[src/sv/ttpg_sqrt_cell.sv]
// One registered digit step of the integer square root, two radicand bits per cell.
// Depends on nothing beyond its ports.
module ttpg_sqrt_cell (
    input  logic        i_clk,
    input  logic        i_en,
    input  logic [3:0]  i_step,
    input  logic [31:0] i_v,
    input  logic [31:0] i_root,
    output logic [31:0] o_v,
    output logic [31:0] o_root
);
    logic [31:0] r_v, r_root, n_v, n_root, bitv, trial;

    always_comb begin
        bitv  = 32'd1 << (5'd30 - {i_step, 1'b0});
        trial = i_root + bitv;
        if (i_v >= trial) begin
            n_v    = i_v - trial;
            n_root = (i_root >> 1) + bitv;
        end else begin
            n_v    = i_v;
            n_root = i_root >> 1;
        end
    end

    always_ff @(posedge i_clk) begin
        if (i_en) begin
            r_v    <= n_v;
            r_root <= n_root;
        end
    end

    assign o_v    = r_v;
    assign o_root = r_root;
endmodule

[config.mk]
export PLATFORM = sky130hd
export DESIGN_NAME = ttpg_sqrt_cell
export DESIGN_NICKNAME = d
export VERILOG_FILES = /design/src/sv/ttpg_sqrt_cell.sv
export SDC_FILE = /design/constraint.sdc
export NUM_CORES = 1
export LEC_CHECK = 0
export ABC_AREA = 1
export BUFFER_PORTS_ARGS = -buffer_cell sky130_fd_sc_hd__buf_2
export CORE_AREA = 3 3 124 126
export DETAILED_ROUTE_END_ITERATION = 7
export DIE_AREA = 0 0 127 129
export PLACE_DENSITY = 0.88
export SKIP_CTS_REPAIR_TIMING = 1
export SLEW_MARGIN = 20
export SYNTH_ARGS = -nofsm -noshare
export SYNTH_HDL_FRONTEND = slang
export SYNTH_SLANG_ARGS = --single-unit
[constraint.sdc]
create_clock -name i_clk -period 6 [get_ports i_clk]
set_input_delay 0.3 -clock i_clk [delete_from_list [all_inputs] [get_ports i_clk]]
set_output_delay 0.3 -clock i_clk [all_outputs]
set_load 0.01 [all_outputs]
==> results.toml <==
[placed_design]
place.gp.congestion = 0.982
dp.cells = 1561
place_hpwl_um = 19600
dpl-instance-area_mm2 = 0.00866
port_buffers = 133
pre_cts_ws_ns = 1.20

[setup_path]
crit_type = "input port to flop"
cp.required_ns = 6.03
crit_path_end_kind = "flop"
start_kind = "input port"
cp.arrival_ns = 4.54
critPathMaxFanout = 62

[logic_synthesis]
netlist-cell-type-count = 36
seq_area_frac_synth_pct = 24.5
yosysWarnings = 0
synthCells = 1256
synth_area_per_cell_um2 = 6.26
synthTopCellsByArea = "edfxtp_1, nand2_1, ha_1, inv_1, nor2_1"
yosys-top-cells-count = "nand2_1, inv_1, nor2_1, nand3_1, o21ai_0"
synthFlopType = "edfxtp_1"
yosysMostFrequentCell = "nand2_1"
netlist_area_mm2 = 0.00786
synth_fp_nets = 1389
ys_async_sr_fraction_pct = 0
synth_edf_count = 64
yosys.area.top_type_share_pct = 24.5
synth_area_leader_cell = "edfxtp_1"
ys_seq_elements = 64

[timing]
fin_crit_sh_pct = 75.2
fmax_ghz = 0.222
setup_viol = 0
min_period_ns = 4.51
slew_headroom_pct = 32.3
worst_pin_slew_ns = 1.01
rsz0062_at_grt = "false"
whs_ns = 0.261
final_max_slew_viol_count = 0
setup_ws_ns = 1.49
setup_tns_ns = 0
finalHoldViolCount = 0

[cells_and_area]
fin_area_mm2 = 0.00894
utilization_pct = 62.0
antennaDiodeCount = 0
multi_input_area_mm2 = 0.00525
area_growth_pct = 13.7
nFillCells = 1377
finalNonFillerCells = 1575
drive_gt1_share_pct = 12.3
nets = 1521
seqCellArea_mm2 = 0.00192

[pwr]
powerDensity_mw_per_mm2 = 196
vdd_drop_max_mv = 0.123
pwr-share-comb_pct = 37.0
swShare_pct = 36.3
p_int_mw = 1.11
clock_power_share_pct = 29.3
leakage_nw = 4.41
total_power_mw = 1.75
switchingPower_mw = 0.634
power_frac_seq_pct = 33.6

[hold_path]
hold_class = "input port to flop"

[global_route]
grt_use_total_pct = 29.4
grt_pass1_vias = 8277
gr-total-overflow = 0
grt_pass1_wl_um = 38600
antenna_found_initial = 0
grt_max_degree = 66

[cts]
cts_tree = "done"
htree_levels = 3
cts.sinks = 64
clk_path_buf_depth = 2
root_buffer = "clkbuf_16"
clk_pin_slew_ns = 0.05
numCtsBuffers = 9

[drt]
dr.pass1.iters = 5
vias = 8769
ant_nets = 0
vias_per_cell = 5.57
drc_errors = 0
wl_um = 24300
drt_iter0_drc = 622
wl_per_cell_um = 15.4

[floorplan]
start_util_pct = 54.5
io_pins = 134
fp-row-count = 44
core_mm2 = 0.0144
die_area_mm2 = 0.0164
fp.dieW_um = 127
die_y_um = 129

[outcome]
status = "finished, final reports clean"

[job]
drv_cap = 0
power groups by stage:
stage | clock [mW] | combinational [mW] | sequential (mW)
after CTS | 0.521 | 0.641 | 0.589
final | 0.512 | 0.647 | 0.588
after detailed placement | 0 | 0.637 | 0.597
after global routing | 0.537 | 0.722 | 0.594
after floorplan | 0 | 0.397 | 0.632
after global placement | 0 | 0.629 | 0.595
registers in the layout, indices dropped and copies added, names as in the netlist:
| name | cells |
|---|---|
| o_root | 32 |
| o_v | 32 |
critical path: stages:
cell     delay, ns
buf_2         0.17
inv_1         0.22
nor2_1        0.13
ha_1          0.35
nand2_1       0.10
o21ai_0       0.36
nand2_1       0.12
o21ai_0       0.20
inv_1         0.10
o21ai_0       0.23
a21oi_1       0.09
nand3_1       0.11
nand2_1       0.06
ha_1          0.34
nand2_1       0.14
nor3_1        0.07
o21ai_0       0.08
nand2_1       0.10
a21oi_1       0.16
nand3_2       0.11
inv_2         0.72
o21ai_0       0.26
per-layer routing:
| layer | part of all wire [%] | vias to the layer above | track usage (%) |
|---|---|---|---|
| li1 | - | 4407 | - |
| met1 | 42 | 3902 | 35.8 |
| met2 | 47 | 372 | 50.4 |
| met3 | 6.4 | 88 | 4.11 |
| met4 | 5.2 | 0 | 15.8 |
| met5 | 0 | - | 0 |
final timing paths:
| check | start | slack (ns) | end | cells after the start |
|---|---|---|---|---|
| setup / recovery | i_step[3] | 1.49 | o_v[6] | 22 |
| hold / removal | i_v[0] | 0.26 | o_v[0] | 3 |
cells in the final DEF, fill, tap and decap left out, types with 2 or more instances in the layout:
master,Yosys,layout
a211oi_1,2,2
a21o_1,4,4
a21oi_1,66,66
a31oi_1,3,3
and3_1,3,3
buf_2,8,133
buf_4,0,2
clkbuf_16,0,9
clkinv_2,0,2
edfxtp_1,64,64
ha_1,62,62
inv_1,153,153
nand2_1,437,437
nand2_2,10,10
nand2_4,2,2
nand3_1,89,89
nand3b_1,20,20
nand4_1,16,16
nor2_1,133,133
nor2_2,3,3
nor3_1,20,20
nor4_1,8,8
o21a_1,4,4
o21ai_0,68,68
o21ai_1,10,10
o21ai_2,3,3
o21bai_1,11,11
or2_2,2,2
xnor2_1,24,24
xor2_1,17,17
area by class of cell:
| type | count | area share, % |
|---|---|---|
| clock buffers | 10 | 2.56 |
| clock inverters | 4 | 0.532 |
| inverters | 154 | 6.47 |
| multi-input cells | 1024 | 58.7 |
| flip-flops and latches | 64 | 21.5 |
| well taps | 184 | 2.58 |
| repair buffers | 135 | 7.62 |
cell families (layout without fill, tap and decap cells):
family | Yosys count | count (layout) | share of synthesized area (%)
AOI/OAI and AO/OA | 175 | 175 | 12.2
xor gates and xnor gates | 41 | 41 | 4.57
adders and majority gates | 63 | 63 | 10.1
buffers and inverters | 168 | 303 | 8.73
DFF | 64 | 64 | 24.5
and+or+nand+nor | 745 | 745 | 39.9
No activity file was read; power rests on OpenSTA's default activity.
