==> src/sv/ttpg_pkg.sv <==
// Shared constants, types and the arctangent step table for the tunnel pixel generator.
// Used by the division and rotation cells, the top level and the scoreboard; depends on nothing.
package ttpg_pkg;

    localparam int NUM_W      = 32;
    localparam int DEN_W      = 20;
    localparam int CORD_W     = 33;
    localparam int ANG_ITERS  = 16;
    localparam int SQRT_STEPS = 16;
    localparam int LANE_A     = 32;
    localparam int LANE_B     = 16;
    localparam int LANE_C     = 8;
    localparam int NUM_STAGES = 1 + 1 + LANE_A + 1 + 1 + LANE_B + 1 + LANE_C;

    localparam logic [31:0] PI_Q30      = 32'd3373259426;
    localparam logic [31:0] HALF_PI_Q30 = 32'd1686629713;
    localparam logic [17:0] ANG_MUL     = 18'd160000;
    // Reciprocal of 3927 scaled by 2^32, rounded up; exact for dividends below 2^20.
    localparam logic [20:0] ANG_RECIP   = 21'd1093702;

    localparam logic [15:0] RST_SCALE  = 16'd4096;
    localparam logic [9:0]  RST_XDIV   = 10'd100;
    localparam logic [9:0]  RST_YDIV   = 10'd200;
    localparam logic [8:0]  RST_PERIOD = 9'd37;
    localparam logic [8:0]  RST_CX     = 9'd160;
    localparam logic [7:0]  RST_CY     = 8'd120;

    typedef enum logic [2:0] {
        CFG_SCALE  = 3'd0,
        CFG_XDIV   = 3'd1,
        CFG_YDIV   = 3'd2,
        CFG_PERIOD = 3'd3,
        CFG_CX     = 3'd4,
        CFG_CY     = 3'd5
    } t_cfg_idx;

    typedef struct packed {
        logic dx_neg;
        logic dy_neg;
        logic dx_zero;
        logic dy_zero;
    } t_quad;

    typedef struct packed {
        logic [7:0] qx;
        logic [7:0] qy;
        logic       neg;
        logic       d0;
    } t_side;

    function automatic logic [29:0] atan_step(input logic [4:0] i);
        logic [29:0] r;
        case (i)
            5'd0:  r = 30'd843314857;
            5'd1:  r = 30'd497837829;
            5'd2:  r = 30'd263043837;
            5'd3:  r = 30'd133525159;
            5'd4:  r = 30'd67021687;
            5'd5:  r = 30'd33543516;
            5'd6:  r = 30'd16775851;
            5'd7:  r = 30'd8388437;
            5'd8:  r = 30'd4194283;
            5'd9:  r = 30'd2097149;
            5'd10: r = 30'd1048576;
            5'd11: r = 30'd524288;
            5'd12: r = 30'd262144;
            5'd13: r = 30'd131072;
            5'd14: r = 30'd65536;
            5'd15: r = 30'd32768;
            5'd16: r = 30'd16384;
            5'd17: r = 30'd8192;
            5'd18: r = 30'd4096;
            5'd19: r = 30'd2048;
            5'd20: r = 30'd1024;
            5'd21: r = 30'd512;
            5'd22: r = 30'd256;
            5'd23: r = 30'd128;
            default: r = 30'd0;
        endcase
        return r;
    endfunction

endpackage

==> src/sv/ttpg_div_cell.sv <==
// One registered restoring division step: shifts in one numerator bit, yields one quotient bit.
// Depends on ttpg_pkg for the operand widths.
module ttpg_div_cell (
    input  logic                        i_clk,
    input  logic                        i_en,
    input  logic [ttpg_pkg::DEN_W-1:0] i_rem,
    input  logic [ttpg_pkg::NUM_W-1:0] i_num,
    input  logic [ttpg_pkg::DEN_W-1:0] i_den,
    output logic [ttpg_pkg::DEN_W-1:0] o_rem,
    output logic [ttpg_pkg::NUM_W-1:0] o_num,
    output logic [ttpg_pkg::DEN_W-1:0] o_den
);
    logic [ttpg_pkg::DEN_W-1:0] r_rem, n_rem;
    logic [ttpg_pkg::NUM_W-1:0] r_num, n_num;
    logic [ttpg_pkg::DEN_W-1:0] r_den;
    logic [ttpg_pkg::DEN_W:0]   trial;
    logic [ttpg_pkg::DEN_W:0]   diff;
    logic                       ge;

    always_comb begin
        trial = {i_rem, i_num[ttpg_pkg::NUM_W-1]};
        diff  = trial - {1'b0, i_den};
        ge    = trial >= {1'b0, i_den};
        n_rem = ge ? diff[ttpg_pkg::DEN_W-1:0] : trial[ttpg_pkg::DEN_W-1:0];
        n_num = {i_num[ttpg_pkg::NUM_W-2:0], ge};
    end

    always_ff @(posedge i_clk) begin
        if (i_en) begin
            r_rem <= n_rem;
            r_num <= n_num;
            r_den <= i_den;
        end
    end

    assign o_rem = r_rem;
    assign o_num = r_num;
    assign o_den = r_den;
endmodule

==> config.mk <==
export PLATFORM = sky130hd
export DESIGN_NAME = ttpg_div_cell
export DESIGN_NICKNAME = d
export VERILOG_FILES = /design/src/sv/ttpg_pkg.sv /design/src/sv/ttpg_div_cell.sv
export SDC_FILE = /design/constraint.sdc
export NUM_CORES = 1
export LEC_CHECK = 0
export BUFFER_PORTS_ARGS = -buffer_cell sky130_fd_sc_hd__buf_2
export CAP_MARGIN = 40
export CELL_PAD_IN_SITES_DETAIL_PLACEMENT = 0
export CELL_PAD_IN_SITES_GLOBAL_PLACEMENT = 2
export CORE_MARGIN = 5
export CORE_UTILIZATION = 33
export CTS_BUF_LIST = sky130_fd_sc_hd__clkbuf_8
export CTS_CLUSTER_DIAMETER = 150
export DETAILED_ROUTE_END_ITERATION = 7
export GPL_TIMING_DRIVEN = 0
export PLACE_DENSITY = 0.87
export SKIP_LAST_GASP = 1
export SYNTH_ARGS = -nofsm -noshare
export SYNTH_HDL_FRONTEND = slang
export SYNTH_SLANG_ARGS = --single-unit
==> constraint.sdc <==
create_clock -name i_clk -period 5.53 [get_ports i_clk]
set_input_delay 0.8295 -clock i_clk [delete_from_list [all_inputs] [get_ports i_clk]]
set_output_delay 0.8295 -clock i_clk [all_outputs]
set_load 0.1 [all_outputs]
==> results.yml, run 1 <==
status:
  status: "complete, no violations"
finish:
  fillers: 998
  layout.nets: 529
  drive_above_1_share_pct: 38.50
  antenna_cells: 0
  multi_input_area_sq_mm: 0.001206
  area_growth_pct: 30.42
  regArea_sq_mm: 0.002162
  final_core_util_pct: 44.12
cts:
  h-tree-depth: 3
  cts_root_buffer: "clkbuf_8"
  cts_tree: "done"
  clk_pin_slew_ns: 0.07
  cts-resized-gates: 0
  cts.sinks: 72
  cts_buffers: 9
  cts_hold_buf: 0
  post_cts_buffers: 0
  clockBufferDepth: 2
drt:
  wl_microns: 8909
  drt_first_pass_iters: 4
  viasPerCell: 4.616
  routedWlPerCell_microns: 15.49
  vias: 2654
  drt_iter0_drc: 128
  antenna_left: 0
  drc: 0
grt:
  antenna_found_initial: 0
  grt_pass1_wl_microns: 13900
  first_global_vias: 2666
  grtUsageTotal_pct: 13.99
  grt_max_degree: 73
  grt-ovfl-total: 0
logic_synthesis:
  synthCells: 278
  yosysSeqAreaShare_pct: 61.91
  yosys_register_bits: 72
  ys_warn_count: 0
  ys.flop_type: "edfxtp_1"
  yosysMostFrequentCell: "edfxtp_1"
  syn_area_sq_mm: 0.003492
  synth.top_cells.by_count: "edfxtp_1, nand2_1, o21ai_0, inv_1, ha_1"
  synth_edf_count: 72
  synth_cell_type_count: 40
  ys_top_cells_by_area: "edfxtp_1, ha_1, o21ai_0, nand2_1, xnor2_1"
  synth_area_leader_cell: "edfxtp_1"
  synthArstFlopShare_pct: 0
  yosys.area.top_type_share_pct: 61.91
  syn_avg_cell_area_sq_um: 12.56
  syn_nets: 373
power_and_ir_drop:
  power_density_mw_per_mm2: 368.6
  p_total_mw: 1.679
  p_leak_nw: 2.017
  irDropWorstVdd_mv: 0.1795
sta:
  hold_ws_ns: 0.6636
  fmax_mhz: 347.8
  fin_ws_ns: 2.655
  period_needed_ns: 2.875
  fin_tns_setup_ns: 0
  max_slew.worst_pin.slew_ns: 0.8817
  finalSetupViolCount: 0
  drv_slew: 0
  slew_headroom_pct: 41.22
  hold_viol: 0
  rsz0062_at_grt: "no"
  fin_crit_sh_pct: 51.99
setup_path:
  path_cells: "buf_2 > inv_1 > ha_1 > fa_1 > nor2b_1 > o2111ai_1 > a21oi_1 > a211oi_1 > o21ai_0 > xnor2_1 > o21ai_0"
  worst-path-max-fanout: 3
  endpoint: "o_rem[18]$_DFFE_PP_"
  cp_data_required_time_ns: 5.61
  crit_path_end_kind: "register"
  slowest_stage: "a211oi_1"
  cpMostUsedCell: "o21ai_0"
  crit_start: "i_num[31]"
  path_class: "input port to register"
  cp-start-kind: "input port"
  crit_arrival_ns: 2.95
  max_stage_delay_ns: 0.61
hold_path:
  min_path_type: "input port to register"
die:
  std_cell_rows: 37
  die_x_microns: 112.9
  chipHeight_microns: 112.9
  io_pins: 146
  start_util_pct: 33.83
  core_area_sq_mm: 0.01032
  die_area_sq_mm: 0.01274
placement:
  dpl_worst_slack_ns: 2.306
  routabilityCongestion: 0.7915
  port_buffers: 145
  detailed_place_hpwl_microns: 6845
flow_run:
  drv_cap: 0
critical path, delay by kind of cell:
kind,cells,cell delay (ns)
XOR/XNOR,1,0.16
buffers and inverters,2,0.16
adder cells (fa/ha/maj),2,0.44
AO/OA/AOI/OAI,5,1.28
AND/OR/NAND/NOR,1,0.07
report_power, final:
part           switching, mW  internal [mW]
clock network          0.194          0.158
logic                  0.525          0.123
registers             0.0120          0.667
layout make-up:
type / instances / area share, %
Clock buffer: 9 / 2.720
Sequential cell: 72 / 47.47
Multi-Input combinational cell: 174 / 26.48
Clock inverter: 7 / 0.8791
Tap cell: 136 / 3.736
Inverter: 24 / 1.978
Timing Repair Buffer: 145 / 15.99
Buffer: 8 / 0.7418
cell usage in the layout (no fill, tap or decap), drive strengths merged, types with 5 or more instances in the layout:
cell type,netlist,final
nor2,10,10
xnor2,10,10
ha,20,20
clkbuf,5,14
a21o,7,7
xor2,7,7
a21oi,18,18
nand2,32,32
o21ai,26,26
inv,24,25
edfxtp,72,72
nand4,5,5
buf,3,148
per-layer routing:
metal  track usage [%]  vias to the layer above  routed length [microns]
li1                  -                     1334                        -
met1             17.62                     1207                     3964
met2             22.16                      107                     4028
met3             5.241                        6                      828
met4             4.808                        0                       88
met5                 0                        -                        0
worst min path at each step:
stage / startpoint / endpoint / slack, ns / cells past startpoint
CTS: i_num[9] / o_num[10]$_DFFE_PP_ / 0.63 / 1
floorplan: i_den[0] / o_den[0]$_DFFE_PP_ / 0.93 / 0
global route: i_num[11] / o_num[12]$_DFFE_PP_ / 0.62 / 1
finish: i_num[9] / o_num[10]$_DFFE_PP_ / 0.66 / 1
detailed placement: i_num[2] / o_num[3]$_DFFE_PP_ / 1.01 / 1
global placement: i_num[15] / o_num[16]$_DFFE_PP_ / 1.01 / 1
through the flow:
stage / cell area (sq um) / instances
3_3_place_gp: 4388 / 559
6_report: 4554 / 575
3_5_place_dp: 4390 / 559
2_1_floorplan: 3492 / 278
5_1_grt: 4554 / 575
4_1_cts: 4554 / 575
sequential cells by signal, summed over array words and instances, names as in the netlist:
signal and count:
o_den 20, o_num 32, o_rem 20
logic make-up after synthesis:
kind of cell	share of synthesized area (%)
mux	2.186
compound gates	13.11
flops	61.91
buf+inv	3.547
xor+xnor	4.264
simple gates	7.238
fa+ha+maj	7.739
Note: power is estimated with default switching activity, not from simulation.
==> run 2: changes to the inputs <==
--- a/config.mk
+++ b/config.mk
@@ -5,17 +5,18 @@
 export SDC_FILE = /design/constraint.sdc
 export NUM_CORES = 1
 export LEC_CHECK = 0
+export ABC_AREA = 1
 export BUFFER_PORTS_ARGS = -buffer_cell sky130_fd_sc_hd__buf_2
 export CAP_MARGIN = 40
 export CELL_PAD_IN_SITES_DETAIL_PLACEMENT = 0
 export CELL_PAD_IN_SITES_GLOBAL_PLACEMENT = 2
 export CORE_MARGIN = 5
-export CORE_UTILIZATION = 33
+export CORE_UTILIZATION = 29
 export CTS_BUF_LIST = sky130_fd_sc_hd__clkbuf_8
 export CTS_CLUSTER_DIAMETER = 150
 export DETAILED_ROUTE_END_ITERATION = 7
 export GPL_TIMING_DRIVEN = 0
-export PLACE_DENSITY = 0.87
+export PLACE_DENSITY = 0.82
 export SKIP_LAST_GASP = 1
 export SYNTH_ARGS = -nofsm -noshare
 export SYNTH_HDL_FRONTEND = slang
==> constraint.sdc (replaced) <==
create_clock -name i_clk -period 2.7 [get_ports i_clk]
set_input_delay 0.405 -clock i_clk [delete_from_list [all_inputs] [get_ports i_clk]]
set_output_delay 0.405 -clock i_clk [all_outputs]
set_load 0.1 [all_outputs]
==> results.yml, run 2 <==
placement:
  detailed_place_hpwl_microns: 8143
  port_buffers: 145
  place_inst: 724
  routabilityCongestion: 0.8069
  placed_area_sq_mm: 0.004768
finish:
  final_common_cell: "buf_2"
  multi_input_area_sq_mm: 0.001354
  area_growth_pct: 31.14
  final_core_util_pct: 39.14
  fillers: 1310
  antenna_cells: 0
  layout_common_cells: "buf_2, nand2_1, edfxtp_1"
  design_area_sq_mm: 0.004980
  drive_above_1_share_pct: 30.63
  largest_reg_flops: 32
  final_cells: 740
  regArea_sq_mm: 0.002162
  layout.nets: 658
logic_synthesis:
  yosys.area.top_type_share_pct: 56.94
  yosys_register_bits: 72
  ys.flop_type: "edfxtp_1"
  synthCells: 406
  ys_warn_count: 0
  yosysMostFrequentCell: "nand2_1"
  synth_area_leader_cell: "edfxtp_1"
  synth.top_cells.by_count: "nand2_1, edfxtp_1, inv_1, nand3_1, nor2_1"
  synthArstFlopShare_pct: 0
  syn_area_sq_mm: 0.003797
  syn_avg_cell_area_sq_um: 9.353
  ys_top_cells_by_area: "edfxtp_1, nand2_1, inv_1, ha_1, nand3_1"
  synth_cell_type_count: 25
  synth_edf_count: 72
  yosysSeqAreaShare_pct: 56.94
  syn_nets: 501
hold_path:
  worstHoldPathCells: 1
  timing.hold.worst_endpoint: "o_num[12]$_DFFE_PP_"
  min_path_type: "input port to register"
  hp-start: "i_num[11]"
drt:
  routedWlPerCell_microns: 13.56
  drt_iter0_drc: 121
  antenna_left: 0
  drt_first_pass_iters: 4
  drc: 0
  wl_microns: 10040
  vias: 3128
  viasPerCell: 4.227
cts:
  cts_root_buffer: "clkbuf_8"
  cts_buffers: 9
  clk_pin_slew_ns: 0.07
  cts.sinks: 72
  cts-resized-gates: 0
  post_cts_buffers: 0
  cts_tree: "done"
  h-tree-depth: 3
  cts_hold_buf: 0
  clockBufferDepth: 2
die:
  die_area_sq_mm: 0.01548
  die_x_microns: 124.4
  core_area_sq_mm: 0.01272
  io_pins: 146
  std_cell_rows: 41
  chipHeight_microns: 124.4
  start_util_pct: 29.85
sta:
  fin_tns_setup_ns: 0
  drv_slew: 0
  finalSetupViolCount: 0
  slew_headroom_pct: 66.84
  rsz0062_at_grt: "no"
  hold_viol: 0
  fmax_mhz: 495.7
  max_slew.worst_pin.slew_ns: 0.5008
  period_needed_ns: 2.017
  fin_crit_sh_pct: 74.71
setup_path:
  cp-start-kind: "input port"
  cp_data_required_time_ns: 2.81
  crit_arrival_ns: 2.13
  path_class: "input port to register"
  worst-path-max-fanout: 10
  crit_path_end_kind: "register"
grt:
  grt-ovfl-total: 0
  first_global_vias: 3156
  grt_pass1_wl_microns: 16180
  antenna_found_initial: 0
  grtUsageTotal_pct: 13.17
  grt_max_degree: 52
status:
  status: "complete, no violations"
power_and_ir_drop:
  p_total_mw: 3.667
  irDropWorstVdd_mv: 0.2646
  p_leak_nw: 2.498
  power_density_mw_per_mm2: 736.4
flow_run:
  drv_cap: 0
[run 2: cell families (layout without fill, tap and decap cells)]
| family | Yosys count | after routing | share of synthesized area, % |
|---|---|---|---|
| AND/OR/NAND/NOR | 213 | 213 | 23.53 |
| flip-flops | 72 | 72 | 56.94 |
| buffers and inverters | 71 | 233 | 7.413 |
| adder cells (fa/ha/maj) | 21 | 21 | 7.117 |
| AO/OA/AOI/OAI | 20 | 20 | 2.932 |
| XOR/XNOR | 9 | 9 | 2.076 |
[run 2: critical path, stage by stage]
cell and delay, ns:
buf_2 0.10, inv_1 0.04, ha_1 0.39, nand2_1 0.13, nor2_1 0.16, nand2_1 0.10, nor2_1 0.15, nand2_1 0.07
nand2_1 0.05, nor2_1 0.05, nand2_4 0.10, inv_2 0.10, buf_6 0.16, nand2_1 0.06, nand2_1 0.04
[run 2: how the worst max path moves through the flow]
stage | from | to | slack (ns) | cells past startpoint
after floorplan | i_num[31] | o_rem[16]$_DFFE_PP_ | 0.74 | 13
after global placement | i_den[13] | o_rem[2]$_DFFE_PP_ | 0.29 | 15
after detailed placement | i_den[13] | o_rem[4]$_DFFE_PP_ | 0.28 | 15
after CTS | i_den[13] | o_rem[10]$_DFFE_PP_ | 0.68 | 15
after global routing | i_den[13] | o_rem[4]$_DFFE_PP_ | 0.53 | 15
final | i_den[13] | o_rem[10]$_DFFE_PP_ | 0.68 | 15
[run 2: metal layers]
layer	GRT usage (%)	part of all wire, %	up-vias
li1	-	-	1626
met5	0	0	-
met2	20.71	45	120
met4	4.191	1.3	0
met3	5.060	7.5	9
met1	16.72	46	1373
[run 2: power by group]
part	leakage [nW]	total [mW]	switching [mW]	internal (mW)
clock network	0.106	0.925	0.413	0.512
logic	1.69	1.36	1.11	0.245
registers	0.704	1.39	0.0229	1.36
total	2.50	3.67	1.55	2.12
[run 2: layout make-up]
cell class                 instances  area share [%]
tap                              172           4.322
buffer                             3          0.5276
clock inverter                     7           1.759
clock buffer                       9           2.487
multi-input combinational        263           27.19
inverter                          68           5.126
timing repair buffer             146           15.18
sequential                        72           43.42
[run 2: through the flow]
stage          worst slack [ns]  hold slack, ns
2_1_floorplan            0.7448          0.5039
3_3_place_gp             0.2903          0.5825
3_5_place_dp             0.2826          0.5837
4_1_cts                  0.6785          0.1978
5_1_grt                  0.5252          0.1975
6_report                 0.6828          0.2271
==> run 3: changes to the inputs <==
==> constraint.sdc (replaced) <==
create_clock -name i_clk -period 2.02 [get_ports i_clk]
set_input_delay 0.303 -clock i_clk [delete_from_list [all_inputs] [get_ports i_clk]]
set_output_delay 0.303 -clock i_clk [all_outputs]
set_load 0.1 [all_outputs]
==> results.yml, run 3 (synthesis results as in run 2) <==
status:
  status: "complete, no violations"
drt:
  viasPerCell: 4.234
  routedWlPerCell_microns: 13.56
  vias: 3133
  wl_microns: 10040
  drt_iter0_drc: 120
  antenna_left: 0
  drt_first_pass_iters: 4
  drc: 0
grt:
  first_global_vias: 3156
  antenna_found_initial: 0
  grt-ovfl-total: 0
  grtUsageTotal_pct: 13.17
  grt_pass1_wl_microns: 16180
  grt_max_degree: 52
sta:
  drv_slew: 0
  max_slew.worst_pin.slew_ns: 0.5008
  fin_crit_sh_pct: 92.07
  fin_tns_setup_ns: 0
  slew_headroom_pct: 66.84
  finalSetupViolCount: 0
  period_needed_ns: 1.860
  hold_viol: 0
  rsz0062_at_grt: "no"
  fmax_mhz: 537.7
cts:
  cts.sinks: 72
  post_cts_buffers: 0
  cts_buffers: 9
  clk_pin_slew_ns: 0.07
  clockBufferDepth: 2
  cts_tree: "done"
  cts-resized-gates: 0
  cts_hold_buf: 0
  cts_root_buffer: "clkbuf_8"
  h-tree-depth: 3
die:
  io_pins: 146
  core_area_sq_mm: 0.01272
  chipHeight_microns: 124.4
  die_area_sq_mm: 0.01548
  std_cell_rows: 41
  die_x_microns: 124.4
  start_util_pct: 29.85
hold_path:
  min_path_type: "input port to register"
finish:
  area_growth_pct: 31.47
  final_cells: 740
  final_common_cell: "buf_2"
  layout.nets: 658
  fillers: 1310
  drive_above_1_share_pct: 31.51
  antenna_cells: 0
  largest_reg_flops: 32
  layout_common_cells: "buf_2, nand2_1, edfxtp_1"
setup_path:
  crit_path_end_kind: "register"
  worst-path-max-fanout: 10
  crit_arrival_ns: 1.97
  cp_data_required_time_ns: 2.13
  path_class: "input port to register"
  cp-start-kind: "input port"
power_and_ir_drop:
  p_leak_nw: 2.496
  power_density_mw_per_mm2: 982.4
  irDropWorstVdd_mv: 0.3537
flow_run:
  drv_cap: 0
placement:
  routabilityCongestion: 0.8069
  place_inst: 724
  port_buffers: 145
  detailed_place_hpwl_microns: 8143
run 3: cell count changes in the layout (fill, tap and decap cells not counted):
cell and change:
nor2_2 +3, nor2_1 -3, nand2_2 +1, ha_1 -1, nand2_1 -1, ha_2 +1
run 3: per-stage QoR:
stage / util [%] / cell area [sq um] / setup WS, ns / power (mW) / hold WS (ns)
floorplan: - / 3797 / 0.1668 / 3.353 / 0.4019
CTS: 39.14 / 4980 / 0.1005 / 4.980 / 0.09582
global route: 39.24 / 4992 / 0.009741 / 5.159 / 0.09553
finish: 39.24 / 4992 / 0.1602 / 4.904 / 0.1256
detailed placement: 37.48 / 4768 / -0.2954 / 3.718 / 0.4817
global placement: 37.24 / 4738 / -0.2877 / 3.707 / 0.4805
run 3: critical path, cell delays in order:
cell and delay, ns:
buf_2 0.10, inv_1 0.04, ha_2 0.38, nand2_1 0.12
nor2_2 0.14, nand2_1 0.08, nor2_1 0.15, nand2_1 0.07
nand2_1 0.05, nor2_1 0.05, nand2_4 0.10, inv_2 0.10
buf_6 0.16, nand2_1 0.06, nand2_1 0.04
run 3: layout make-up:
class                           instances  area [sq um]  share of cell area (%)
Sequential cell                        72          2162                   43.31
Multi-Input combinational cell        263          1366                   27.37
Timing Repair Buffer                  146         755.7                   15.14
Inverter                               68         255.2                   5.113
Tap cell                              172         215.2                   4.311
Clock buffer                            9         123.9                   2.481
Clock inverter                          7         87.58                   1.754
Buffer                                  3         26.28                  0.5263
run 3: worst paths after layout:
kind,endpoint,cells after the start,slack [ns],start
min,o_num[12]$_DFFE_PP_,1,0.13,i_num[11]
max,o_rem[10]$_DFFE_PP_,15,0.16,i_den[13]
run 3: power by group:
part	total [mW]	switching [mW]	internal [mW]
registers	1.85	0.0307	1.82
clock network	1.23	0.550	0.684
logic	1.82	1.49	0.329
run 3: routing by layer:
metal	GRT usage [%]	vias to the layer above	wire (microns)
li1	-	1624	-
met1	16.72	1378	4646
met2	20.71	122	4489
met3	5.060	9	776
met4	4.191	0	126
met5	0	-	0
