## config.mk

```make
export PLATFORM = sky130hd
export DESIGN_NAME = ttpg_cordic_cell
export DESIGN_NICKNAME = d
export VERILOG_FILES = /design/src/sv/ttpg_pkg.sv /design/src/sv/ttpg_cordic_cell.sv
export SDC_FILE = /design/constraint.sdc
export NUM_CORES = 1
export LEC_CHECK = 0
export ABC_AREA = 1
export BUFFER_PORTS_ARGS = -buffer_cell sky130_fd_sc_hd__clkbuf_2
export CAP_MARGIN = 20
export CORE_UTILIZATION = 50
export DETAILED_ROUTE_END_ITERATION = 12
export PLACE_DENSITY = 0.73
export SLEW_MARGIN = 20
export SYNTH_ARGS = -nofsm -noshare
export SYNTH_HDL_FRONTEND = slang
export SYNTH_SLANG_ARGS = --single-unit
```

## constraint.sdc

```tcl
create_clock -name i_clk -period 10.52 [get_ports i_clk]
set_clock_uncertainty 0.15 [all_clocks]
set_input_delay 1.052 -clock i_clk [delete_from_list [all_inputs] [get_ports i_clk]]
set_output_delay 1.052 -clock i_clk [all_outputs]
set_load 0.1 [all_outputs]
```

## src/sv/ttpg_pkg.sv

```systemverilog
// Shared constants, types and the arctangent step table for the tunnel pixel generator.
// Used by the division and rotation cells, the top level and the scoreboard; depends on nothing.
package ttpg_pkg;

    localparam int NUM_W      = 32;
    localparam int DEN_W      = 20;
    localparam int CORD_W     = 33;
    localparam int ANG_ITERS  = 16;
    localparam int SQRT_STEPS = 16;
    localparam int LANE_A     = 32;
    localparam int LANE_B     = 16;
    localparam int LANE_C     = 8;
    localparam int NUM_STAGES = 1 + 1 + LANE_A + 1 + 1 + LANE_B + 1 + LANE_C;

    localparam logic [31:0] PI_Q30      = 32'd3373259426;
    localparam logic [31:0] HALF_PI_Q30 = 32'd1686629713;
    localparam logic [17:0] ANG_MUL     = 18'd160000;
    // Reciprocal of 3927 scaled by 2^32, rounded up; exact for dividends below 2^20.
    localparam logic [20:0] ANG_RECIP   = 21'd1093702;

    localparam logic [15:0] RST_SCALE  = 16'd4096;
    localparam logic [9:0]  RST_XDIV   = 10'd100;
    localparam logic [9:0]  RST_YDIV   = 10'd200;
    localparam logic [8:0]  RST_PERIOD = 9'd37;
    localparam logic [8:0]  RST_CX     = 9'd160;
    localparam logic [7:0]  RST_CY     = 8'd120;

    typedef enum logic [2:0] {
        CFG_SCALE  = 3'd0,
        CFG_XDIV   = 3'd1,
        CFG_YDIV   = 3'd2,
        CFG_PERIOD = 3'd3,
        CFG_CX     = 3'd4,
        CFG_CY     = 3'd5
    } t_cfg_idx;

    typedef struct packed {
        logic dx_neg;
        logic dy_neg;
        logic dx_zero;
        logic dy_zero;
    } t_quad;

    typedef struct packed {
        logic [7:0] qx;
        logic [7:0] qy;
        logic       neg;
        logic       d0;
    } t_side;

    function automatic logic [29:0] atan_step(input logic [4:0] i);
        logic [29:0] r;
        case (i)
            5'd0:  r = 30'd843314857;
            5'd1:  r = 30'd497837829;
            5'd2:  r = 30'd263043837;
            5'd3:  r = 30'd133525159;
            5'd4:  r = 30'd67021687;
            5'd5:  r = 30'd33543516;
            5'd6:  r = 30'd16775851;
            5'd7:  r = 30'd8388437;
            5'd8:  r = 30'd4194283;
            5'd9:  r = 30'd2097149;
            5'd10: r = 30'd1048576;
            5'd11: r = 30'd524288;
            5'd12: r = 30'd262144;
            5'd13: r = 30'd131072;
            5'd14: r = 30'd65536;
            5'd15: r = 30'd32768;
            5'd16: r = 30'd16384;
            5'd17: r = 30'd8192;
            5'd18: r = 30'd4096;
            5'd19: r = 30'd2048;
            5'd20: r = 30'd1024;
            5'd21: r = 30'd512;
            5'd22: r = 30'd256;
            5'd23: r = 30'd128;
            default: r = 30'd0;
        endcase
        return r;
    endfunction

endpackage

```

## src/sv/ttpg_cordic_cell.sv

```systemverilog
// One registered vectoring rotation step of the angle chain.
// Depends on ttpg_pkg for the word width and the arctangent table.
module ttpg_cordic_cell (
    input  logic                                i_clk,
    input  logic                                i_en,
    input  logic [4:0]                          i_step,
    input  logic signed [ttpg_pkg::CORD_W-1:0] i_x,
    input  logic signed [ttpg_pkg::CORD_W-1:0] i_y,
    input  logic signed [ttpg_pkg::CORD_W-1:0] i_z,
    output logic signed [ttpg_pkg::CORD_W-1:0] o_x,
    output logic signed [ttpg_pkg::CORD_W-1:0] o_y,
    output logic signed [ttpg_pkg::CORD_W-1:0] o_z
);
    logic signed [ttpg_pkg::CORD_W-1:0] r_x, r_y, r_z, n_x, n_y, n_z;
    logic signed [ttpg_pkg::CORD_W-1:0] xs, ys, ang;

    always_comb begin
        xs  = i_x >>> i_step;
        ys  = i_y >>> i_step;
        ang = $signed({3'b000, ttpg_pkg::atan_step(i_step)});
        if (!i_y[ttpg_pkg::CORD_W-1]) begin
            n_x = i_x + ys;
            n_y = i_y - xs;
            n_z = i_z + ang;
        end else begin
            n_x = i_x - ys;
            n_y = i_y + xs;
            n_z = i_z - ang;
        end
    end

    always_ff @(posedge i_clk) begin
        if (i_en) begin
            r_x <= n_x;
            r_y <= n_y;
            r_z <= n_z;
        end
    end

    assign o_x = r_x;
    assign o_y = r_y;
    assign o_z = r_z;
endmodule

```

==> results of run 1 <==
[flip-flops by register name, indices dropped and copies added, names as in the netlist]
signal  count
o_z        33
o_y        33
o_x        33
[worst min path at each step]
stage	cells past startpoint	from	slack, ns	endpoint
floorplan	0	i_en	1.01	o_x[0]
global placement	5	i_z[32]	1.33	o_z[32]
detailed placement	2	i_y[0]	1.32	o_y[0]
CTS	2	i_y[0]	0.91	o_y[0]
global route	2	i_y[0]	0.91	o_y[0]
finish	2	i_y[0]	0.93	o_y[0]
[cells by family after synthesis]
family | count (synthesis) | synth area share (%)
xor gates and xnor gates | 148 | 8.63
and+or+nand+nor | 1476 | 42.9
AOI/OAI and AO/OA | 299 | 11.0
DFF | 99 | 19.8
adders and majority gates | 111 | 9.40
buffers and inverters | 287 | 8.23
[per-stage QoR]
stage | std cells | area, um^2
after global routing | 2961 | 16500
after global placement | 2945 | 16200
after detailed placement | 2945 | 16200
after CTS | 2961 | 16500
final | 2961 | 16500
after floorplan | 2420 | 15000
[routing by layer]
metal,vias up,part of all wire [%]
met1,7798,44
met2,685,45
li1,8366,-
met4,0,2.8
met5,-,0
met3,87,7.7
[critical path: stages]
cell      delay (ns)
clkbuf_2        0.08
buf_4           0.30
inv_2           0.90
ha_1            0.43
nand2_2         0.09
o21ai_1         0.26
nand2_2         0.13
ha_1            0.25
nor2_1          0.12
xnor2_1         0.15
inv_1           0.08
ha_1            0.34
nand2_1         0.06
o21ai_0         0.28
a21oi_1         0.25
o21ai_0         0.85
a31oi_1         0.27
o21ai_0         0.59
a21oi_1         0.16
xnor2_1         0.16
[cell usage after synthesis, drive strengths merged]
master	count
nand4	21
or2	2
a211oi	5
nor4	7
a32o	1
xnor2	51
xor2	97
fa	3
a221oi	1
o211ai	10
edfxtp	99
o21bai	3
a21boi	4
a32oi	1
nand3b	12
ha	108
o2111ai	1
nand2	796
a21o	7
a21oi	141
clkbuf	13
nor3	28
nand3	379
nor2	231
buf	66
a31oi	8
clkinv	2
a22oi	1
inv	206
o21ai	108
o21a	8
[power breakdown]
| group | switching [uW] | leakage (uW) | internal [uW] | total, uW |
|---|---|---|---|---|
| logic | 1520 | 0.00723 | 423 | 1950 |
| registers | 28.0 | 0.000969 | 587 | 615 |
| clock network | 201 | 0.000154 | 174 | 375 |
[layout make-up]
type | instances | area share [%]
Clock buffer | 9 | 1.37
Clock inverter | 7 | 0.570
Inverter | 208 | 4.74
Multi-Input combinational cell | 2034 | 65.6
Sequential cell | 99 | 18.0
Tap cell | 390 | 2.96
Timing Repair Buffer | 214 | 6.67
==> metrics.txt, run 1 <==
# TYPE chip_impl_metric gauge
chip_impl_metric{name="dr.pass1.iters",unit=""} 6
chip_impl_metric{name="fmax",unit="GHz"} 0.147
chip_impl_metric{name="buffer_count_from_post_cts_setup_fixing",unit=""} 0
chip_impl_metric{name="cts-resized-gates",unit=""} 0
chip_impl_metric{name="met1_usage",unit="%"} 47.8
chip_impl_metric{name="finalSetupViolCount",unit=""} 0
chip_impl_metric{name="cts_htree_levels",unit=""} 3
chip_impl_metric{name="dp.final_hpwl",unit="mm"} 44.5
chip_impl_metric{name="place_congestion",unit=""} 1.01
chip_impl_metric{name="grt_start_max_net_pins",unit=""} 76
chip_impl_metric{name="core_region_area",unit="um^2"} 29600
chip_impl_metric{name="nNetsFinal",unit=""} 2783
chip_impl_metric{name="die_height",unit="um"} 175
chip_impl_metric{name="yosysUniqueCellTypes",unit=""} 47
chip_impl_metric{name="global_route.usage.total",unit="%"} 34.8
chip_impl_metric{name="drt_wl_cell",unit="um"} 18.4
chip_impl_info{name="critPathCaptureType",value="register"} 1
chip_impl_metric{name="report.power.total",unit="uW"} 2940
chip_impl_info{name="yosysTopAreaCell",value="edfxtp_1"} 1
chip_impl_metric{name="place.port_buffers",unit=""} 204
chip_impl_metric{name="grt_overflow",unit=""} 0
chip_impl_metric{name="arrival",unit="ns"} 6.82
chip_impl_metric{name="finalHoldViolations",unit=""} 0
chip_impl_metric{name="dieArea",unit="um^2"} 30700
chip_impl_info{name="busiest_layer",value="met2"} 1
chip_impl_info{name="clk_root_buffer_cell",value="clkbuf_16"} 1
chip_impl_metric{name="syn_inst",unit=""} 2420
chip_impl_metric{name="clock_sinks",unit=""} 99
chip_impl_metric{name="via_count",unit=""} 16900
chip_impl_metric{name="power_leakage",unit="uW"} 0.00835
chip_impl_metric{name="rows",unit=""} 63
chip_impl_metric{name="gr-usage-met3",unit="%"} 5.22
chip_impl_metric{name="multi_input_gate_area_in_the_final_layout",unit="um^2"} 10800
chip_impl_metric{name="cts-buffers-inserted",unit=""} 9
chip_impl_metric{name="per_cell_via_count_in_the_routed_design",unit=""} 5.72
chip_impl_metric{name="setup_ws",unit="ns"} 3.70
chip_impl_metric{name="pwr_density_cell",unit="nW/um^2"} 178
chip_impl_metric{name="grt_pass1_vias",unit=""} 15400
chip_impl_info{name="critical_path.endpoint",value="o_z[19]"} 1
chip_impl_metric{name="postSynthAreaPerCell",unit="um^2"} 6.21
chip_impl_metric{name="hold-worst-slack",unit="ns"} 0.927
chip_impl_metric{name="clk_transition_reported_paths",unit="ns"} 0.09
chip_impl_metric{name="yosysSeqAreaShare",unit="%"} 19.8
chip_impl_metric{name="layout_worst_path_cycle_share",unit="%"} 64.8
chip_impl_metric{name="actual_slew_at_the_worst_max_slew_pin",unit="ns"} 1.14
chip_impl_metric{name="detail-route-antenna-nets",unit=""} 0
chip_impl_metric{name="initial_utilization",unit="%"} 50.8
chip_impl_metric{name="vdd_drop_max",unit="V"} 0.000185
chip_impl_info{name="final_common_cell",value="nand2_1"} 1
chip_impl_metric{name="floorplan.die.width",unit="um"} 175
chip_impl_metric{name="1st_iter_drt_viols",unit=""} 1856
chip_impl_metric{name="fillCellCount",unit=""} 3122
chip_impl_metric{name="flow.area_growth_from_synthesis",unit="%"} 9.67
chip_impl_metric{name="detail_route.wirelength",unit="mm"} 54.4
chip_impl_metric{name="maxSlewViolCount",unit=""} 0
chip_impl_metric{name="path_max_fanout",unit=""} 64
chip_impl_info{name="cts_tree",value="built"} 1
chip_impl_info{name="path_class",value="input pin to register"} 1
chip_impl_metric{name="ys_seq_elements",unit=""} 99
chip_impl_metric{name="antenna_cells",unit=""} 0
chip_impl_metric{name="cts-hold-fix-buffers",unit=""} 0
chip_impl_metric{name="synth-warning-count",unit=""} 0
chip_impl_info{name="layout_common_cells",value="771 x nand2_1, 368 x nand3_1, 203 x nor2_1, 203 x clkbuf_2, 181 x inv_1"} 1
chip_impl_info{name="synth_area_leaders",value="edfxtp_1 20%, nand2_1 19%, nand3_1 12%, ha_1 9.0%, xor2_1 5.7%"} 1
chip_impl_metric{name="floorplan.io_pins",unit=""} 205
chip_impl_metric{name="use_met2",unit="%"} 55.6
chip_impl_metric{name="seqCellArea",unit="um^2"} 2970
chip_impl_metric{name="drc_errors",unit=""} 0
chip_impl_metric{name="drv.max_cap_violation_count",unit=""} 0
chip_impl_info{name="hold_path.class",value="input pin to register"} 1
chip_impl_metric{name="cp.required",unit="ns"} 10.52
chip_impl_metric{name="grt_pass1_wl",unit="mm"} 83.1
chip_impl_metric{name="finalCoreUtilization",unit="%"} 55.7
chip_impl_metric{name="initial_antenna_violation_count",unit=""} 0
chip_impl_metric{name="synth_top_area_share",unit="%"} 19.8
chip_impl_metric{name="synth.net_count",unit=""} 2637
chip_impl_metric{name="slew_headroom",unit="%"} 23.7
chip_impl_info{name="status",value="complete, no violations"} 1
chip_impl_metric{name="final.setup.tns",unit="ns"} 0
chip_impl_info{name="startpoint",value="i_step[1]"} 1
chip_impl_info{name="timing.critical_path.from_type",value="input pin"} 1
chip_impl_metric{name="mappedNetlistArea",unit="um^2"} 15000
chip_impl_info{name="rsz0062_at_grt",value="no"} 1
chip_impl_metric{name="place_worst_setup_slack",unit="ns"} 3.58
chip_impl_metric{name="post_route_cells_drive_above_1_share",unit="%"} 12.8
chip_impl_metric{name="period_minus_slack",unit="ns"} 6.82
chip_impl_metric{name="clock_path_buffers",unit=""} 2
(Power assumes the default switching activity.)
==> run 2, diff against run 1 <==
ABC_AREA = 0   (was 1)
PLACE_DENSITY = 0.76   (was 0.73)
clock period = 5.8 ns   (was 10.52 ns; I/O delays follow)
==> run 2 against run 1 <==
Final area up 26%. Clock-buffer cell count unchanged. Sequential power up 80%. Wire length up 13%. Flip-flop and latch count unchanged. Sequential share of layout area down 3.7 points. Global-route usage up 4.4 points. Final cell count down 8.2%. Via count up 0.37%. Power up 100%. Worst hold slack worse by 0.51 ns. Highest routed layer unchanged.
==> metrics.txt, run 2 <==
# TYPE chip_impl_metric gauge
chip_impl_info{name="synth_top_cells_by_count",value="169 x nor2_1, 133 x a21oi_1, 129 x nand2_1, 108 x ha_1, 102 x xnor2_1"} 1
chip_impl_metric{name="power.net_switching",unit="uW"} 3140
chip_impl_metric{name="place.port_buffers",unit=""} 204
chip_impl_metric{name="cts-hold-fix-buffers",unit=""} 0
chip_impl_info{name="status",value="complete, no violations"} 1
chip_impl_metric{name="detail-route-antenna-nets",unit=""} 0
chip_impl_metric{name="via_count",unit=""} 17000
chip_impl_metric{name="flow.area_growth_from_synthesis",unit="%"} 36.6
chip_impl_metric{name="floorplan.die.width",unit="um"} 176
chip_impl_metric{name="actual_slew_at_the_worst_max_slew_pin",unit="ns"} 0.729
chip_impl_metric{name="grt_overflow",unit=""} 0
chip_impl_metric{name="cts-buffers-inserted",unit=""} 9
chip_impl_metric{name="postSynthAreaPerCell",unit="um^2"} 8.92
chip_impl_metric{name="share_seq_of_total_power",unit="%"} 18.7
chip_impl_metric{name="grt_pass1_vias",unit=""} 16800
chip_impl_info{name="critPathCaptureType",value="register"} 1
chip_impl_info{name="rsz0062_at_grt",value="yes"} 1
chip_impl_info{name="hold_path.class",value="input pin to register"} 1
chip_impl_info{name="path_class",value="input pin to register"} 1
chip_impl_metric{name="final.setup.tns",unit="ns"} 0
chip_impl_metric{name="period_minus_slack",unit="ns"} 5.64
chip_impl_metric{name="hold_path_depth",unit=""} 2
chip_impl_metric{name="rows",unit=""} 63
chip_impl_metric{name="per_cell_via_count_in_the_routed_design",unit=""} 6.25
chip_impl_info{name="layout_common_cells",value="486 x buf_4, 200 x clkbuf_2, 168 x nor2_1, 130 x a21oi_1, 129 x nand2_1"} 1
chip_impl_metric{name="antenna_cells",unit=""} 0
chip_impl_metric{name="dp.cells",unit=""} 2693
chip_impl_metric{name="die_height",unit="um"} 176
chip_impl_metric{name="clock_power_share",unit="%"} 11.3
chip_impl_metric{name="finalSetupViolCount",unit=""} 0
chip_impl_metric{name="vdd_drop_max",unit="V"} 0.000359
chip_impl_metric{name="core_region_area",unit="um^2"} 29700
chip_impl_metric{name="place_congestion",unit=""} 1.00
chip_impl_metric{name="cell_area_reported_after_detailed_placement",unit="um^2"} 20100
chip_impl_info{name="yosysMostFrequentCell",value="nor2_1"} 1
chip_impl_info{name="timing.critical_path.from_type",value="input pin"} 1
chip_impl_metric{name="power_leakage",unit="uW"} 0.00933
chip_impl_metric{name="initial_utilization",unit="%"} 51.0
chip_impl_metric{name="synth.net_count",unit=""} 1916
chip_impl_metric{name="clock_path_buffers",unit=""} 2
chip_impl_metric{name="drc_errors",unit=""} 0
chip_impl_metric{name="dieArea",unit="um^2"} 31000
chip_impl_info{name="synth_top_flop_cell",value="edfxtp_1"} 1
chip_impl_metric{name="initial_antenna_violation_count",unit=""} 0
chip_impl_metric{name="syn_inst",unit=""} 1699
chip_impl_metric{name="grt_start_max_net_pins",unit=""} 55
chip_impl_metric{name="p_int",unit="uW"} 2790
chip_impl_metric{name="detail_route.wirelength",unit="mm"} 61.6
chip_impl_metric{name="dr.pass1.iters",unit=""} 9
chip_impl_metric{name="clock_sinks",unit=""} 99
chip_impl_metric{name="arrival",unit="ns"} 5.62
chip_impl_metric{name="yosysUniqueCellTypes",unit=""} 92
chip_impl_metric{name="final_non_filler_cells",unit=""} 2719
chip_impl_metric{name="finalHoldViolations",unit=""} 0
chip_impl_info{name="clk_root_buffer_cell",value="clkbuf_16"} 1
chip_impl_metric{name="layout_worst_path_cycle_share",unit="%"} 97.2
chip_impl_metric{name="cts_htree_levels",unit=""} 3
chip_impl_info{name="final_common_cell",value="buf_4"} 1
chip_impl_metric{name="dp.final_hpwl",unit="mm"} 49.5
chip_impl_info{name="cts_tree",value="built"} 1
chip_impl_metric{name="pwr_density_cell",unit="nW/um^2"} 287
chip_impl_metric{name="ys_seq_elements",unit=""} 99
chip_impl_metric{name="path_max_fanout",unit=""} 15
chip_impl_metric{name="synth_enable_flop_cells",unit=""} 99
chip_impl_metric{name="fmax",unit="GHz"} 0.177
chip_impl_metric{name="mappedNetlistArea",unit="um^2"} 15200
chip_impl_metric{name="cp.required",unit="ns"} 5.78
chip_impl_metric{name="p_comb_share",unit="%"} 69.9
chip_impl_metric{name="drt_wl_cell",unit="um"} 22.7
chip_impl_metric{name="finalInstanceArea",unit="um^2"} 20700
chip_impl_metric{name="1st_iter_drt_viols",unit=""} 1540
chip_impl_metric{name="swShare",unit="%"} 52.9
chip_impl_metric{name="ys_async_sr_fraction",unit="%"} 0
chip_impl_metric{name="post_route_cells_drive_above_1_share",unit="%"} 39.1
chip_impl_metric{name="yosysSeqAreaShare",unit="%"} 19.6
chip_impl_metric{name="synth_top_area_share",unit="%"} 19.6
chip_impl_metric{name="synth-warning-count",unit=""} 0
chip_impl_metric{name="floorplan.io_pins",unit=""} 205
chip_impl_info{name="yosysTopAreaCell",value="edfxtp_1"} 1
chip_impl_metric{name="drv.max_cap_violation_count",unit=""} 0
chip_impl_metric{name="slew_headroom",unit="%"} 51.4
chip_impl_metric{name="nNetsFinal",unit=""} 2541
chip_impl_metric{name="grt_pass1_wl",unit="mm"} 93.3
chip_impl_metric{name="fillCellCount",unit=""} 2364
chip_impl_info{name="synth_area_leaders",value="edfxtp_1 20%, mux4_2 12%, ha_1 8.9%, xnor2_1 5.9%, a21oi_1 4.4%"} 1
chip_impl_metric{name="maxSlewViolCount",unit=""} 0
chip_impl_metric{name="clk_transition_reported_paths",unit="ns"} 0.08
chip_impl_metric{name="global_route.usage.total",unit="%"} 39.2
## run 2: cells by family (layout without fill, tap and decap cells)
logic type / count (synthesis) / count (layout) / synth area share (%)
simple gates: 497 / 497 / 15.9
compound gates: 491 / 491 / 21.4
mux: 194 / 194 / 19.9
xor+xnor: 161 / 161 / 9.30
buf+inv: 146 / 776 / 4.57
fa+ha+maj: 111 / 111 / 9.31
flops: 99 / 99 / 19.6
## run 2: critical path, stage by stage
cell and delay [ns]:
buf_16 0.16, buf_16 0.18, mux4_2 0.54, a32oi_1 0.23
o221ai_1 0.16, nor3_2 0.27, buf_4 0.15, and4_1 0.23
and2b_2 0.20, buf_4 0.12, nand2_1 0.04, nor2_1 0.13
nor2_1 0.09, xor2_2 0.23, ha_1 0.30, a21o_1 0.18
a21oi_2 0.18, o221ai_2 0.16, a221oi_2 0.31, o41ai_2 0.18
a31oi_1 0.29, o211ai_1 0.18, a31o_2 0.26, a21oi_1 0.17
xnor2_1 0.08
## run 2: through the flow
stage | hold slack [ns] | power, uW | utilization (%) | setup WS (ns)
after floorplan | 0.542 | 3940 | - | -0.0195
after global placement | 0.778 | 5100 | 67.5 | -0.574
after detailed placement | 0.788 | 5160 | 67.5 | -0.732
after CTS | 0.404 | 5860 | 68.7 | 0.00368
after global routing | 0.400 | 6200 | 69.7 | -0.127
final | 0.412 | 5940 | 69.7 | 0.161
## run 2: layer usage
metal	share of wire (%)	GRT usage [%]	vias up
met5	0	0	-
met4	4.8	17.6	0
met3	7.6	5.68	181
met2	48	66.7	874
met1	40	49.0	8194
li1	-	-	7750
## run 2: area by class of cell
| class | count | area (um^2) | area share (%) |
|---|---|---|---|
| multi-input combinational | 1454 | 11700 | 56.4 |
| timing repair buffer | 705 | 5040 | 24.4 |
| sequential | 99 | 2970 | 14.4 |
| tap | 390 | 488 | 2.36 |
| clock buffer | 9 | 225 | 1.09 |
| inverter | 55 | 206 | 0.997 |
| clock inverter | 7 | 83.8 | 0.405 |
## run 2: worst paths after layout
| check | startpoint | end |
|---|---|---|
| setup / recovery | i_step[0] | o_y[32] |
| hold / removal | i_y[0] | o_y[0] |
## run 2: power by group through the flow
stage               clock [uW]  combinational [uW]  sequential, uW
floorplan                    0                1450            2490
finish                     673                4150            1110
global placement             0                3980            1120
detailed placement           0                4030            1130
global route               702                4370            1130
CTS                        685                4060            1110
## run 2: what timing repair did
item / CTS / global route
hold endpoints to repair: 0 / 0
buffers inserted: 0 / 7
resized for setup: 10 / 33
cloned: 0 / 3
endpoints found under the setup margin: 9 / 24
pin swaps: 0 / 19
==> run 3, diff against run 2 <==
PLACE_DENSITY = not set   (was 0.76)
PLACE_DENSITY_LB_ADDON = 0.08   (was not set)
==> run 3 against run 2 <==
Critical path depth stayed put. Final cell count up 2.4%. Core utilization grew 1.4 points. Sequential share of layout area is 0.29 points lower. Power is 0.69% higher. Flip-flop and latch count unchanged. Final area grew 2.1%.
==> metrics.txt, run 3 (synthesized netlist as in run 2, its figures left out) <==
# TYPE chip_impl_metric gauge
chip_impl_metric{name="use_met2",unit="%"} 69.1
chip_impl_info{name="crit_slowest_cell",value="mux4_2"} 1
chip_impl_metric{name="drc_errors",unit=""} 0
chip_impl_metric{name="per_cell_via_count_in_the_routed_design",unit=""} 6.25
chip_impl_metric{name="via_count",unit=""} 17400
chip_impl_info{name="clk_root_buffer_cell",value="clkbuf_16"} 1
chip_impl_metric{name="die_height",unit="um"} 176
chip_impl_metric{name="post_route_cells_drive_above_1_share",unit="%"} 41.0
chip_impl_metric{name="rows",unit=""} 63
chip_impl_metric{name="swShare",unit="%"} 53.2
chip_impl_metric{name="clock_power_share",unit="%"} 10.7
chip_impl_info{name="critical-path-top-cell-by-count",value="buf_4"} 1
chip_impl_metric{name="power_leakage",unit="uW"} 0.00961
chip_impl_metric{name="detail_route.wirelength",unit="mm"} 62.8
chip_impl_info{name="busiest_layer",value="met2"} 1
chip_impl_metric{name="path_max_fanout",unit=""} 14
chip_impl_metric{name="cts-buffers-inserted",unit=""} 9
chip_impl_metric{name="layout_worst_path_cycle_share",unit="%"} 97.8
chip_impl_metric{name="worstPathBufferInverterCount",unit=""} 4
chip_impl_metric{name="gr-usage-met3",unit="%"} 6.20
chip_impl_metric{name="1st_iter_drt_viols",unit=""} 1451
chip_impl_metric{name="p_comb_share",unit="%"} 70.6
chip_impl_metric{name="cts-hold-fix-buffers",unit=""} 0
chip_impl_metric{name="dp.final_hpwl",unit="mm"} 50.4
chip_impl_metric{name="period_minus_slack",unit="ns"} 5.67
chip_impl_metric{name="grt_pass1_wl",unit="mm"} 95.7
chip_impl_metric{name="place_worst_setup_slack",unit="ns"} -0.578
chip_impl_metric{name="initial_utilization",unit="%"} 51.0
chip_impl_metric{name="antenna_cells",unit=""} 0
chip_impl_metric{name="power.net_switching",unit="uW"} 3180
chip_impl_info{name="critPathCaptureType",value="register"} 1
chip_impl_metric{name="actual_slew_at_the_worst_max_slew_pin",unit="ns"} 0.720
chip_impl_metric{name="grt_pass1_vias",unit=""} 17500
chip_impl_metric{name="hold-worst-slack",unit="ns"} 0.386
chip_impl_metric{name="pwr_density_cell",unit="nW/um^2"} 283
chip_impl_metric{name="dr.pass1.iters",unit=""} 6
chip_impl_metric{name="place_congestion",unit=""} 1.03
chip_impl_metric{name="met1_usage",unit="%"} 48.7
chip_impl_metric{name="clock_sinks",unit=""} 99
chip_impl_metric{name="clk_transition_reported_paths",unit="ns"} 0.08
chip_impl_metric{name="finalHoldViolations",unit=""} 0
chip_impl_metric{name="p_int",unit="uW"} 2800
chip_impl_metric{name="setup_ws",unit="ns"} 0.129
chip_impl_metric{name="dieArea",unit="um^2"} 31000
chip_impl_metric{name="drt_wl_cell",unit="um"} 22.5
chip_impl_info{name="cts_tree",value="built"} 1
chip_impl_info{name="layout_common_cells",value="552 x buf_4, 199 x clkbuf_2, 166 x nor2_1, 129 x nand2_1, 129 x a21oi_1"} 1
chip_impl_info{name="hold_path.class",value="input pin to register"} 1
chip_impl_metric{name="worst_path_largest_cell_delay",unit="ns"} 0.53
chip_impl_metric{name="grt_overflow",unit=""} 0
chip_impl_metric{name="arrival",unit="ns"} 5.65
chip_impl_metric{name="detail-route-antenna-nets",unit=""} 0
chip_impl_metric{name="clock_path_buffers",unit=""} 2
chip_impl_info{name="timing.critical_path.from_type",value="input pin"} 1
chip_impl_metric{name="cts_htree_levels",unit=""} 3
chip_impl_metric{name="grt_start_max_net_pins",unit=""} 52
chip_impl_metric{name="vdd_drop_max",unit="V"} 0.000345
chip_impl_info{name="delay_heaviest_family_cp",value="compound AO/OA/AOI/OAI gates"} 1
chip_impl_metric{name="fmax",unit="GHz"} 0.176
chip_impl_metric{name="share_seq_of_total_power",unit="%"} 18.6
chip_impl_metric{name="core_region_area",unit="um^2"} 29700
chip_impl_metric{name="maxSlewViolCount",unit=""} 0
chip_impl_info{name="path_class",value="input pin to register"} 1
chip_impl_metric{name="initial_antenna_violation_count",unit=""} 0
chip_impl_metric{name="finalSetupViolCount",unit=""} 0
chip_impl_metric{name="floorplan.io_pins",unit=""} 205
chip_impl_metric{name="flow.area_growth_from_synthesis",unit="%"} 39.4
chip_impl_metric{name="cp.required",unit="ns"} 5.77
chip_impl_metric{name="global_route.usage.total",unit="%"} 40.0
chip_impl_info{name="final_common_cell",value="buf_4"} 1
chip_impl_metric{name="slew_headroom",unit="%"} 52.0
chip_impl_metric{name="drv.max_cap_violation_count",unit=""} 0
chip_impl_metric{name="floorplan.die.width",unit="um"} 176
chip_impl_metric{name="place.port_buffers",unit=""} 204
chip_impl_info{name="status",value="complete, no violations"} 1
chip_impl_metric{name="nNetsFinal",unit=""} 2607
run 3: changes by cell type in the layout (fill, tap and decap cells not counted), sizes merged:
cell | before | now
buf | 502 | 570
clkbuf | 212 | 210
clkinvlp | 0 | 2
bufinv | 1 | 0
clkinv | 2 | 1
run 3: final timing paths:
check	endpoint	slack (ns)	start	cells past startpoint
hold / removal	o_y[0]	0.39	i_y[0]	2
setup / recovery	o_y[32]	0.13	i_step[0]	25
run 3: stage by stage:
stage	total power (uW)	setup TNS (ns)	util (%)	instances	cell area, um^2
final	5980	0	71.1	2785	21100
after global placement	5140	-5.26	69.0	2756	20500
after global routing	6230	-0.326	71.1	2785	21100
after CTS	5880	0	70.0	2772	20800
after floorplan	3940	-0.0195	-	1699	15200
after detailed placement	5230	-8.16	69.0	2756	20500
run 3: metal layers:
metal  wire length [um]  vias to the layer above
li1                   -                     7879
met1              24100                     8375
met2              30300                      956
met3               5280                      208
met4               3070                        0
met5                  0                        -
run 3: power groups by stage:
stage	registers (uW)	clock network (uW)	logic [uW]
after floorplan	2490	0	1450
after global placement	1120	0	4020
after detailed placement	1130	0	4100
after CTS	1120	646	4120
after global routing	1130	664	4440
final	1110	642	4220
run 3: final cells by class:
class | count | area, um^2
clock buffers | 9 | 225
clock inverters | 7 | 60.1
fillers | 2307 | 8580
inverters | 55 | 206
multi-input cells | 1454 | 11700
flip-flops and latches | 99 | 2970
well taps | 390 | 488
repair buffers | 771 | 5480
run 3: repair_timing:
action	CTS	global route
pin swaps	0	20
resized for setup	7	52
endpoints found under the setup margin	9	26
gates cloned	0	1
buffers inserted	0	12
